`config.mk`:
```
export PLATFORM = sky130hd
export DESIGN_NAME = wheel_speed_pi_pwm_loop_core
export DESIGN_NICKNAME = d
export VERILOG_FILES = /design/src/rtl/wspl_pkg.sv /design/src/rtl/wspl_apb_regs.sv /design/src/rtl/wspl_chan_state.sv /design/src/rtl/wspl_pi_step.sv /design/src/rtl/wheel_speed_pi_pwm_loop_core.sv
export VERILOG_INCLUDE_DIRS = /design/src /design/src/rtl
export SDC_FILE = /design/constraint.sdc
export NUM_CORES = 2
export LEC_CHECK = 0
export BUFFER_PORTS_ARGS = -buffer_cell sky130_fd_sc_hd__buf_2
export CAP_MARGIN = 5
export CORE_ASPECT_RATIO = 0.8
export CORE_UTILIZATION = 25
export CTS_CLUSTER_SIZE = 20
export DETAILED_ROUTE_END_ITERATION = 6
export PLACE_DENSITY = 0.39
export SYNTH_ARGS = -nofsm -noshare
export SYNTH_HDL_FRONTEND = slang
export SYNTH_HIERARCHICAL = 1
export SYNTH_SLANG_ARGS = --single-unit
```
`constraint.sdc`:
```
create_clock -name i_clk -period 49.5 [get_ports i_clk]
set_clock_uncertainty 0.1 [all_clocks]
set_input_delay 2.475 -clock i_clk [delete_from_list [all_inputs] [get_ports i_clk]]
set_output_delay 2.475 -clock i_clk [all_outputs]
set_load 0.005 [all_outputs]
```
`src/rtl/wheel_speed_pi_pwm_loop_core_macros.svh`:
```
// Assertion macros used by the top level of the wheel speed loop RTL.
`ifndef WHEEL_SPEED_PI_PWM_LOOP_CORE_MACROS_SVH
`define WHEEL_SPEED_PI_PWM_LOOP_CORE_MACROS_SVH

// Same-cycle implication, checked out of reset.
`define WSPL_ASSERT_NOW(lbl, clk, rst_n, ante, cons) \
    lbl: assert property (@(posedge clk) disable iff (!(rst_n)) (ante) |-> (cons)) \
        else $error("wspl: same-cycle check failed");

// Next-cycle implication, checked out of reset.
`define WSPL_ASSERT_NEXT(lbl, clk, rst_n, ante, cons) \
    lbl: assert property (@(posedge clk) disable iff (!(rst_n)) (ante) |=> (cons)) \
        else $error("wspl: next-cycle check failed");

`endif

```
`src/rtl/wspl_pkg.sv`:
```
// Shared types, widths and register constants of the wheel speed PI loop.
package wspl_pkg;

    // Field widths
    localparam int CH_W   = 2;
    localparam int SPD_W  = 16;
    localparam int VOLT_W = 10;
    localparam int ERR_W  = SPD_W + 1;
    localparam int ACC_W  = 32;
    localparam int DRV_W  = 16;
    localparam int CMP_W  = 16;
    localparam int GAIN_W = 16;
    localparam int LIM_W  = 15;
    localparam int POL_W  = 4;

    // Parameter defaults
    localparam int DEF_CHANNELS  = 4;
    localparam int DEF_FRAC_BITS = 12;

    // APB port
    localparam int APB_ADDR_W = 5;
    localparam int APB_DATA_W = 32;

    // Register indexes (word address)
    localparam logic [2:0] REG_KP          = 3'd0;
    localparam logic [2:0] REG_KI          = 3'd1;
    localparam logic [2:0] REG_DRIVE_LIMIT = 3'd2;
    localparam logic [2:0] REG_PWM_PERIOD  = 3'd3;
    localparam logic [2:0] REG_MIN_VOLTAGE = 3'd4;
    localparam logic [2:0] REG_POLARITY    = 3'd5;

    // Register reset values
    localparam logic [LIM_W-1:0]  RST_DRIVE_LIMIT = LIM_W'(16700);
    localparam logic [CMP_W-1:0]  RST_PWM_PERIOD  = CMP_W'(16799);
    localparam logic [VOLT_W-1:0] RST_MIN_VOLTAGE = VOLT_W'(100);
    localparam logic [POL_W-1:0]  RST_POLARITY    = POL_W'(6);

    typedef struct packed {
        logic [GAIN_W-1:0] kp;
        logic [GAIN_W-1:0] ki;
        logic [LIM_W-1:0]  drive_limit;
        logic [CMP_W-1:0]  pwm_period;
        logic [VOLT_W-1:0] min_voltage;
        logic [POL_W-1:0]  polarity_mask;
    } t_cfg;

    typedef struct packed {
        logic [CH_W-1:0]         channel;
        logic signed [ACC_W-1:0] acc;
        logic signed [ERR_W-1:0] prev_err;
    } t_state_wr;

endpackage

```
`src/rtl/wspl_apb_regs.sv`:
```
// APB configuration register bank of the wheel speed PI loop.
module wspl_apb_regs
    import wspl_pkg::*;
(
    input  logic                  i_clk,
    input  logic                  i_rst_n,
    input  logic                  i_psel,
    input  logic                  i_penable,
    input  logic                  i_pwrite,
    input  logic [APB_ADDR_W-1:0] i_paddr,
    input  logic [APB_DATA_W-1:0] i_pwdata,
    output logic [APB_DATA_W-1:0] o_prdata,
    output t_cfg                  o_cfg
);

    t_cfg       r_cfg;
    logic [2:0] reg_idx;
    logic       wr_en;

    assign reg_idx = i_paddr[4:2];
    assign wr_en   = i_psel && i_penable && i_pwrite;

    // Write on the access phase of a transfer
    always_ff @(posedge i_clk) begin
        if (!i_rst_n) begin
            r_cfg.kp            <= '0;
            r_cfg.ki            <= '0;
            r_cfg.drive_limit   <= RST_DRIVE_LIMIT;
            r_cfg.pwm_period    <= RST_PWM_PERIOD;
            r_cfg.min_voltage   <= RST_MIN_VOLTAGE;
            r_cfg.polarity_mask <= RST_POLARITY;
        end else if (wr_en) begin
            case (reg_idx)
                REG_KP:          r_cfg.kp            <= i_pwdata[GAIN_W-1:0];
                REG_KI:          r_cfg.ki            <= i_pwdata[GAIN_W-1:0];
                REG_DRIVE_LIMIT: r_cfg.drive_limit   <= i_pwdata[LIM_W-1:0];
                REG_PWM_PERIOD:  r_cfg.pwm_period    <= i_pwdata[CMP_W-1:0];
                REG_MIN_VOLTAGE: r_cfg.min_voltage   <= i_pwdata[VOLT_W-1:0];
                REG_POLARITY:    r_cfg.polarity_mask <= i_pwdata[POL_W-1:0];
                default: ;
            endcase
        end
    end

    // Read back
    always_comb begin
        case (reg_idx)
            REG_KP:          o_prdata = APB_DATA_W'(r_cfg.kp);
            REG_KI:          o_prdata = APB_DATA_W'(r_cfg.ki);
            REG_DRIVE_LIMIT: o_prdata = APB_DATA_W'(r_cfg.drive_limit);
            REG_PWM_PERIOD:  o_prdata = APB_DATA_W'(r_cfg.pwm_period);
            REG_MIN_VOLTAGE: o_prdata = APB_DATA_W'(r_cfg.min_voltage);
            REG_POLARITY:    o_prdata = APB_DATA_W'(r_cfg.polarity_mask);
            default:         o_prdata = '0;
        endcase
    end

    assign o_cfg = r_cfg;

endmodule

```
`src/rtl/wspl_chan_state.sv`:
```
// Per-channel accumulator and previous error registers.
module wspl_chan_state
    import wspl_pkg::*;
#(
    parameter int CHANNELS = DEF_CHANNELS
) (
    input  logic                    i_clk,
    input  logic                    i_rst_n,
    input  logic [CH_W-1:0]         i_rd_channel,
    output logic signed [ACC_W-1:0] o_rd_acc,
    output logic signed [ERR_W-1:0] o_rd_prev_err,
    input  logic                    i_wr_en,
    input  t_state_wr               i_wr
);

    localparam int IDX_W = (CHANNELS > 1) ? $clog2(CHANNELS) : 1;

    logic signed [ACC_W-1:0] r_acc      [CHANNELS];
    logic signed [ERR_W-1:0] r_prev_err [CHANNELS];
    logic [IDX_W-1:0]        rd_idx;
    logic [IDX_W-1:0]        wr_idx;
    logic                    rd_ok;
    logic                    wr_ok;

    assign rd_idx = IDX_W'(i_rd_channel);
    assign wr_idx = IDX_W'(i_wr.channel);
    assign rd_ok  = (int'(i_rd_channel) < CHANNELS);
    assign wr_ok  = (int'(i_wr.channel) < CHANNELS);

    // Read the selected channel; channels past the end read as zero
    assign o_rd_acc      = rd_ok ? r_acc[rd_idx]      : '0;
    assign o_rd_prev_err = rd_ok ? r_prev_err[rd_idx] : '0;

    // Clear on reset, update one channel per step
    always_ff @(posedge i_clk) begin
        if (!i_rst_n) begin
            for (int i = 0; i < CHANNELS; i++) begin
                r_acc[i]      <= '0;
                r_prev_err[i] <= '0;
            end
        end else if (i_wr_en && wr_ok) begin
            r_acc[wr_idx]      <= i_wr.acc;
            r_prev_err[wr_idx] <= i_wr.prev_err;
        end
    end

endmodule

```
`src/rtl/wspl_pi_step.sv`:
```
// One incremental PI step with saturation and H-bridge compare mapping.
module wspl_pi_step
    import wspl_pkg::*;
#(
    parameter int CHANNELS  = DEF_CHANNELS,
    parameter int FRAC_BITS = DEF_FRAC_BITS
) (
    input  t_cfg                    i_cfg,
    input  logic [CH_W-1:0]         i_channel,
    input  logic signed [SPD_W-1:0] i_measured_speed,
    input  logic signed [SPD_W-1:0] i_target_speed,
    input  logic [VOLT_W-1:0]       i_battery_voltage,
    input  logic                    i_enable_switch,
    input  logic                    i_stop_request,
    input  logic signed [ACC_W-1:0] i_acc,
    input  logic signed [ERR_W-1:0] i_prev_err,
    output logic signed [DRV_W-1:0] o_drive_value,
    output logic [CMP_W-1:0]        o_compare_first,
    output logic [CMP_W-1:0]        o_compare_second,
    output logic                    o_running,
    output t_state_wr               o_wr
);

    localparam int SUM_W = ACC_W + 5;
    localparam logic signed [ACC_W:0] ROUND_ADD = (ACC_W + 1)'((64'(1) << FRAC_BITS) - 1);

    logic signed [ERR_W-1:0]        err;
    logic signed [ERR_W:0]          derr;
    logic signed [GAIN_W+ERR_W+1:0] p_term;
    logic signed [GAIN_W+ERR_W:0]   i_term;
    logic signed [SUM_W-1:0]        acc_sum;
    logic signed [SUM_W-1:0]        bound;
    logic signed [SUM_W-1:0]        acc_sat;
    logic signed [ACC_W-1:0]        acc_new;
    logic signed [ACC_W:0]          acc_adj;
    logic signed [DRV_W-1:0]        drv_mag;
    logic signed [DRV_W-1:0]        drive;
    logic signed [CMP_W+1:0]        period_s;
    logic signed [CMP_W+1:0]        c_side;
    logic [CMP_W-1:0]               c_clamped;

    // Stop conditions
    assign o_running = (int'(i_channel) < CHANNELS)
                    && (i_battery_voltage >= i_cfg.min_voltage)
                    && i_enable_switch && !i_stop_request;

    // Error and its change
    assign err  = ERR_W'(i_target_speed) - ERR_W'(i_measured_speed);
    assign derr = (ERR_W + 1)'(err) - (ERR_W + 1)'(i_prev_err);

    // Gain products
    assign p_term = $signed({1'b0, i_cfg.kp}) * derr;
    assign i_term = $signed({1'b0, i_cfg.ki}) * err;

    // Accumulate and saturate
    assign acc_sum = SUM_W'(i_acc) + SUM_W'(p_term) + SUM_W'(i_term);
    assign bound   = $signed(SUM_W'(i_cfg.drive_limit) << FRAC_BITS);

    always_comb begin
        if (acc_sum > bound) begin
            acc_sat = bound;
        end else if (acc_sum < -bound) begin
            acc_sat = -bound;
        end else begin
            acc_sat = acc_sum;
        end
    end

    assign acc_new = ACC_W'(acc_sat);

    // Integer drive, truncated toward zero, then polarity
    assign acc_adj = (ACC_W + 1)'(acc_new) + (acc_new[ACC_W-1] ? ROUND_ADD : '0);
    assign drv_mag = DRV_W'(acc_adj >>> FRAC_BITS);
    assign drive   = i_cfg.polarity_mask[i_channel] ? -drv_mag : drv_mag;

    // Bridge compares: the active side moves down from the period, floor at zero
    assign period_s  = $signed({2'b00, i_cfg.pwm_period});
    assign c_side    = drive[DRV_W-1] ? period_s + (CMP_W + 2)'(drive)
                                      : period_s - (CMP_W + 2)'(drive);
    assign c_clamped = c_side[CMP_W+1] ? '0 : c_side[CMP_W-1:0];

    always_comb begin
        if (!o_running) begin
            o_drive_value    = '0;
            o_compare_first  = i_cfg.pwm_period;
            o_compare_second = i_cfg.pwm_period;
        end else if (drive[DRV_W-1]) begin
            o_drive_value    = drive;
            o_compare_first  = i_cfg.pwm_period;
            o_compare_second = c_clamped;
        end else begin
            o_drive_value    = drive;
            o_compare_first  = c_clamped;
            o_compare_second = i_cfg.pwm_period;
        end
    end

    // State write-back for this channel
    assign o_wr.channel  = i_channel;
    assign o_wr.acc      = acc_new;
    assign o_wr.prev_err = err;

endmodule

```
`src/rtl/wheel_speed_pi_pwm_loop_core.sv`:
```
// Top level of the four-channel wheel speed PI loop with H-bridge compares.
//
// Input channel: i_in_valid / o_in_ready move one sample (wheel channel,
// measured and target speed, battery voltage, enable switch, stop request).
// Output channel: o_out_valid / i_out_ready move one result per sample
// (channel, drive value, two bridge compares, running flag), in order.
// Configuration: APB port, six registers at byte addresses 0..20,
// pready tied high. The user must write them only while no sample is in
// flight; the block itself does not enforce this.
// Path: a transferred sample is captured in the input register, then one
// pass of PI logic feeds the result register, which drives the output.
// Throughput: one sample per cycle while the receiver does not stall,
// set by the single read-modify-write of the channel state at the
// result register edge, so back-to-back samples of the same wheel see
// each other's update.
// Reset (synchronous, active low) clears both pipeline valids, all channel
// state and loads the register defaults. When the receiver stalls, the
// result register holds and the input register keeps accepting until it
// is full too; then o_in_ready drops.
module wheel_speed_pi_pwm_loop_core
    import wspl_pkg::*;
#(
    parameter int CHANNELS  = DEF_CHANNELS,
    parameter int FRAC_BITS = DEF_FRAC_BITS
) (
    input  logic                    i_clk,
    input  logic                    i_rst_n,
    // sample channel
    input  logic                    i_in_valid,
    output logic                    o_in_ready,
    input  logic [CH_W-1:0]         i_channel,
    input  logic signed [SPD_W-1:0] i_measured_speed,
    input  logic signed [SPD_W-1:0] i_target_speed,
    input  logic [VOLT_W-1:0]       i_battery_voltage,
    input  logic                    i_enable_switch,
    input  logic                    i_stop_request,
    // result channel
    output logic                    o_out_valid,
    input  logic                    i_out_ready,
    output logic [CH_W-1:0]         o_out_channel,
    output logic signed [DRV_W-1:0] o_drive_value,
    output logic [CMP_W-1:0]        o_compare_first,
    output logic [CMP_W-1:0]        o_compare_second,
    output logic                    o_running,
    // configuration
    input  logic                    psel,
    input  logic                    penable,
    input  logic                    pwrite,
    input  logic [APB_ADDR_W-1:0]   paddr,
    input  logic [APB_DATA_W-1:0]   pwdata,
    output logic [APB_DATA_W-1:0]   prdata,
    output logic                    pready
);

`include "wheel_speed_pi_pwm_loop_core_macros.svh"

    t_cfg                    cfg;
    t_state_wr               st_wr;
    logic signed [ACC_W-1:0] st_acc;
    logic signed [ERR_W-1:0] st_prev_err;

    // input register
    logic                    r_in_valid;
    logic [CH_W-1:0]         r_channel;
    logic signed [SPD_W-1:0] r_measured_speed;
    logic signed [SPD_W-1:0] r_target_speed;
    logic [VOLT_W-1:0]       r_battery_voltage;
    logic                    r_enable_switch;
    logic                    r_stop_request;

    // result register
    logic                    r_out_valid;
    logic [CH_W-1:0]         r_out_channel;
    logic signed [DRV_W-1:0] r_drive_value;
    logic [CMP_W-1:0]        r_compare_first;
    logic [CMP_W-1:0]        r_compare_second;
    logic                    r_running;

    logic                    n_drive_sign;
    logic signed [DRV_W-1:0] n_drive_value;
    logic [CMP_W-1:0]        n_compare_first;
    logic [CMP_W-1:0]        n_compare_second;
    logic                    n_running;
    logic                    advance;
    logic                    in_xfer;

    assign pready  = 1'b1;
    assign advance = r_in_valid && (!r_out_valid || i_out_ready);
    assign o_in_ready = !r_in_valid || advance;
    assign in_xfer = i_in_valid && o_in_ready;

    wspl_apb_regs u_regs (
        .i_clk     (i_clk),
        .i_rst_n   (i_rst_n),
        .i_psel    (psel),
        .i_penable (penable),
        .i_pwrite  (pwrite),
        .i_paddr   (paddr),
        .i_pwdata  (pwdata),
        .o_prdata  (prdata),
        .o_cfg     (cfg)
    );

    wspl_chan_state #(
        .CHANNELS (CHANNELS)
    ) u_state (
        .i_clk         (i_clk),
        .i_rst_n       (i_rst_n),
        .i_rd_channel  (r_channel),
        .o_rd_acc      (st_acc),
        .o_rd_prev_err (st_prev_err),
        .i_wr_en       (advance && n_running),
        .i_wr          (st_wr)
    );

    wspl_pi_step #(
        .CHANNELS  (CHANNELS),
        .FRAC_BITS (FRAC_BITS)
    ) u_step (
        .i_cfg             (cfg),
        .i_channel         (r_channel),
        .i_measured_speed  (r_measured_speed),
        .i_target_speed    (r_target_speed),
        .i_battery_voltage (r_battery_voltage),
        .i_enable_switch   (r_enable_switch),
        .i_stop_request    (r_stop_request),
        .i_acc             (st_acc),
        .i_prev_err        (st_prev_err),
        .o_drive_value     (n_drive_value),
        .o_compare_first   (n_compare_first),
        .o_compare_second  (n_compare_second),
        .o_running         (n_running),
        .o_wr              (st_wr)
    );

    assign n_drive_sign = n_drive_value[DRV_W-1];

    // Input register: load on transfer, drop when passed on
    always_ff @(posedge i_clk) begin
        if (!i_rst_n) begin
            r_in_valid <= 1'b0;
        end else if (in_xfer) begin
            r_in_valid <= 1'b1;
        end else if (advance) begin
            r_in_valid <= 1'b0;
        end
    end

    always_ff @(posedge i_clk) begin
        if (in_xfer) begin
            r_channel         <= i_channel;
            r_measured_speed  <= i_measured_speed;
            r_target_speed    <= i_target_speed;
            r_battery_voltage <= i_battery_voltage;
            r_enable_switch   <= i_enable_switch;
            r_stop_request    <= i_stop_request;
        end
    end

    // Result register: load on advance, hold while the receiver stalls
    always_ff @(posedge i_clk) begin
        if (!i_rst_n) begin
            r_out_valid <= 1'b0;
        end else if (advance) begin
            r_out_valid <= 1'b1;
        end else if (i_out_ready) begin
            r_out_valid <= 1'b0;
        end
    end

    always_ff @(posedge i_clk) begin
        if (advance) begin
            r_out_channel    <= r_channel;
            r_drive_value    <= n_drive_value;
            r_compare_first  <= n_compare_first;
            r_compare_second <= n_compare_second;
            r_running        <= n_running;
        end
    end

    assign o_out_valid      = r_out_valid;
    assign o_out_channel    = r_out_channel;
    assign o_drive_value    = r_drive_value;
    assign o_compare_first  = r_compare_first;
    assign o_compare_second = r_compare_second;
    assign o_running        = r_running;

    // A stopped result has zero drive and both sides fully off
    `WSPL_ASSERT_NOW(a_stop_off, i_clk, i_rst_n, o_out_valid && !o_running,
        (o_drive_value == '0) && (o_compare_first == o_compare_second))

    // Only the side opposite the drive sign leaves the period
    `WSPL_ASSERT_NOW(a_side_select, i_clk, i_rst_n, o_out_valid && o_running,
        o_drive_value[DRV_W-1] ? (o_compare_first == cfg.pwm_period)
                               : (o_compare_second == cfg.pwm_period))

    // A step taken always shows up as a result in the next cycle
    `WSPL_ASSERT_NEXT(a_advance_out, i_clk, i_rst_n, advance,
        o_out_valid && (o_drive_value[DRV_W-1] == $past(n_drive_sign)))

endmodule
```
==> reports/metrics.yaml <==
setup_viol_count_final: 0
arrival_ns: 25.53
crit_fanout: 26
synth_enable_flop_cells: 293
power_leakage_nw: 22.8
path_class: "reg2reg"
place.detailed.hpwl_mm: 109
holdPathEnd: "u_regs/o_cfg[8]"
final.min_clock_period_ns: 25.26
gpl.final_weighted_congestion: 0.859
cts_htree_levels: 2
power.density_cell_area_nw_per_um2: 37.3
fmax_mhz: 39.6
critical_path.endpoint_type: "register"
via_per_inst: 4.42
ff2ff_setup_slack_ns: 24.24
share_of_the_cycle_needed_by_the_critical_path_after_routing_pct: 51.0
drcViolationCount: 0
initial_utilization_pct: 25.3
number_of_placed_i_o_pins: 176
max_slew_margin_pct: 18.0
critical-path-max-stage-delay_ns: 0.84
route.vias.total: 30400
nFillCells: 18500
cts-resized-gates: 0
grt_antenna_before_repair: 5
timing.final.ws_setup_ns: 24.24
max_cap_violations: 0
finalPower_mw: 1.84
post_route_cells_drive_above_1_share_pct: 10.3
row_count: 137
hp-class: "reg2reg"
timing.hold.worst.start: "u_regs/o_cfg[8]"
post-cts-setup-buffer-count: 0
status: "finished clean"
synth-main-ff-cell: "sky130_fd_sc_hd__edfxtp_1"
tritoncts: "yes"
r2r-start: "r_measured_speed[0]"
finish.net_count: 5500
tritoncts_num_sinks: 372
seq_area_frac_synth_pct: 23.5
worst_slack_after_detailed_placement_ns: 24.11
required_time_worst_endpoint_ns: 49.78
critical_path.startpoint_type: "register"
globalRouteTotalUtil_pct: 15.8
synth_cell_types: 109
worst_path_most_repeated_cell: "sky130_fd_sc_hd__o21ai_0"
area_growth_pct: 11.5
postSynth.asyncResetShare_pct: 0
worst-slew-pin-transition_ns: 1.22
critPathSlowestCell: "sky130_fd_sc_hd__a311oi_4"
grt_pass1_vias: 32200
crit-reg2reg-capture: "o_compare_first[3]"
drt.antenna.violating_nets: 0
yosysMostFrequentCell: "sky130_fd_sc_hd__inv_1"
report.final.hold_viol_count: 0
root_buffer: "sky130_fd_sc_hd__clkbuf_16"
synthesis.yosys.warnings: 6
drt-pass1-iter-count: 5
grt-ovfl-total: 0
grt_start_max_net_pins: 71
placeableCoreArea_um2: 175000
mappedNetlistArea_um2: 44200
ir_drop_mv: 0.0514
synth.largest_area_cell: "sky130_fd_sc_hd__fa_1"
clock_path_buffers: 3
yosys-top-cells-count: "sky130_fd_sc_hd__inv_1 (877), sky130_fd_sc_hd__fa_1 (622), sky130_fd_sc_hd__nand2_1 (441), sky130_fd_sc_hd__and2_1 (383), sky130_fd_sc_hd__ha_1 (318)"
maxSlewViolCount: 0
synth.avg_cell_area_um2: 10.1
wirelength_mm: 139
dr.first_iter.drc_count: 1689
setup_total_negative_slack_ns: 0
synth_largest_type_area_fraction_pct: 28.2
grt_first_pass_wirelength_mm: 211
io_buffer_count: 140
wire_per_inst_um: 20.1
cts_inserted_buffers: 51
cts_hold_repair.buffers: 0
clk_latency_ns: 0.67
post_synth_main_area_contributors: "sky130_fd_sc_hd__fa_1 (28%), sky130_fd_sc_hd__edfxtp_1 (20%), sky130_fd_sc_hd__ha_1 (9.0%), sky130_fd_sc_hd__inv_1 (7.4%), sky130_fd_sc_hd__and2_1 (5.4%)"
min_path_cells: 2
post_synth_inst_count: 4384
grt_setup_unrepaired: "no"
ys_ff_latch: 372
chipHeight_um: 378
total_die_area_um2: 179000
cts.reportedPaths.clkPinSlew_ns: 0.06
die_x_um: 472
timing.reg2reg.worst_path_depth: 89
-- where the power goes --
group          switching, mW  internal, mW  total, mW  leakage (nW)
Clock                  0.155         0.213      0.368         0.800
Combinational          0.732         0.377       1.11          18.4
Sequential           0.00531         0.358      0.363          3.59
Total                  0.892         0.948       1.84          22.8
-- kinds of logic (layout without fill, tap and decap cells) --
kind of cell               count (synthesis)  in the layout  synth area share, %
DFF                                      372            372                 23.5
adders and majority gates                940            940                 37.2
AOI/OAI and AO/OA                        437            437                 6.88
xor gates and xnor gates                  96             96                 1.95
other                                      2             22               0.0170
and+or+nand+nor                         1292           1292                 15.3
muxes                                    166            166                 5.37
buffers and inverters                   1079           1192                 9.80
-- routing by layer --
layer	vias to the layer above	share of wire (%)	track usage [%]
met4	0	1.0	2.20
met5	-	0	0
met2	556	43	23.9
met3	88	3.9	1.55
met1	15600	52	24.4
li1	14200	-	-
-- placed cells by master, fill, tap and decap left out, types with 98 or more instances in the layout --
master | netlist | routed
sky130_fd_sc_hd__inv_1 | 877 | 877
sky130_fd_sc_hd__ha_1 | 318 | 318
sky130_fd_sc_hd__and2_1 | 383 | 382
sky130_fd_sc_hd__nand2_1 | 441 | 439
sky130_fd_sc_hd__buf_2 | 27 | 139
sky130_fd_sc_hd__edfxtp_1 | 293 | 293
sky130_fd_sc_hd__mux2i_1 | 99 | 98
sky130_fd_sc_hd__nor2_1 | 150 | 142
sky130_fd_sc_hd__fa_1 | 622 | 622
sky130_fd_sc_hd__o21ai_0 | 100 | 98
-- area by class of cell --
cell class                      count  area (µm²)  share of cell area (%)
Tap cell                         2363        2960                    6.00
Clock buffer                       64        1340                    2.71
Clock inverter                     31         328                   0.665
Inverter                          880        3300                    6.70
Timing Repair Buffer              217        1280                    2.60
Multi-Input combinational cell   2948       29700                    60.3
Sequential cell                   372       10400                    21.1
Antenna cell                        5        12.5                  0.0254
-- registers in the layout, summed over array words and instances (netlist names) --
register,flops
u_state/r_prev_err,68
r_battery_voltage,10
r_target_speed,16
r_stop_request,1
o_out_channel,2
r_measured_speed,16
o_running,1
u_state/r_acc,128
r_channel,2
r_enable_switch,1
u_regs/o_cfg,77
o_drive_value,16
o_compare_second,16
r_in_valid,1
o_out_valid,1
o_compare_first,16
-- worst max-delay path, delay by kind of cell (launching register included) --
family | cells | cell delay, ns
buf+inv | 8 | 1.08
fa+ha+maj | 15 | 6.76
mux | 2 | 0.87
flops | 1 | 0.36
xor+xnor | 1 | 0.37
compound gates | 49 | 12.17
simple gates | 14 | 3.18
-- metrics by stage --
step	instance area [µm²]	util (%)	cells	hold WS (ns)
3_3_place_gp	47600	27.2	6780	0.363
2_1_floorplan	44300	-	4399	0.344
6_report	49300	28.2	6880	0.380
3_5_place_dp	47600	27.2	6780	0.372
5_1_grt	49300	28.2	6875	0.405
4_1_cts	49300	28.2	6875	0.379
-- worst max-delay path by stage --
stage	from	endpoint	slack, ns
2_1_floorplan	r_measured_speed[1]	o_compare_first[10]	29.16
3_3_place_gp	r_measured_speed[0]	o_compare_first[3]	24.07
3_5_place_dp	r_measured_speed[0]	o_compare_first[6]	24.11
4_1_cts	r_measured_speed[0]	o_compare_first[3]	24.09
5_1_grt	r_measured_speed[0]	o_compare_first[4]	21.88
6_report	r_measured_speed[0]	o_compare_first[3]	24.24
(Power assumes the default switching activity.)
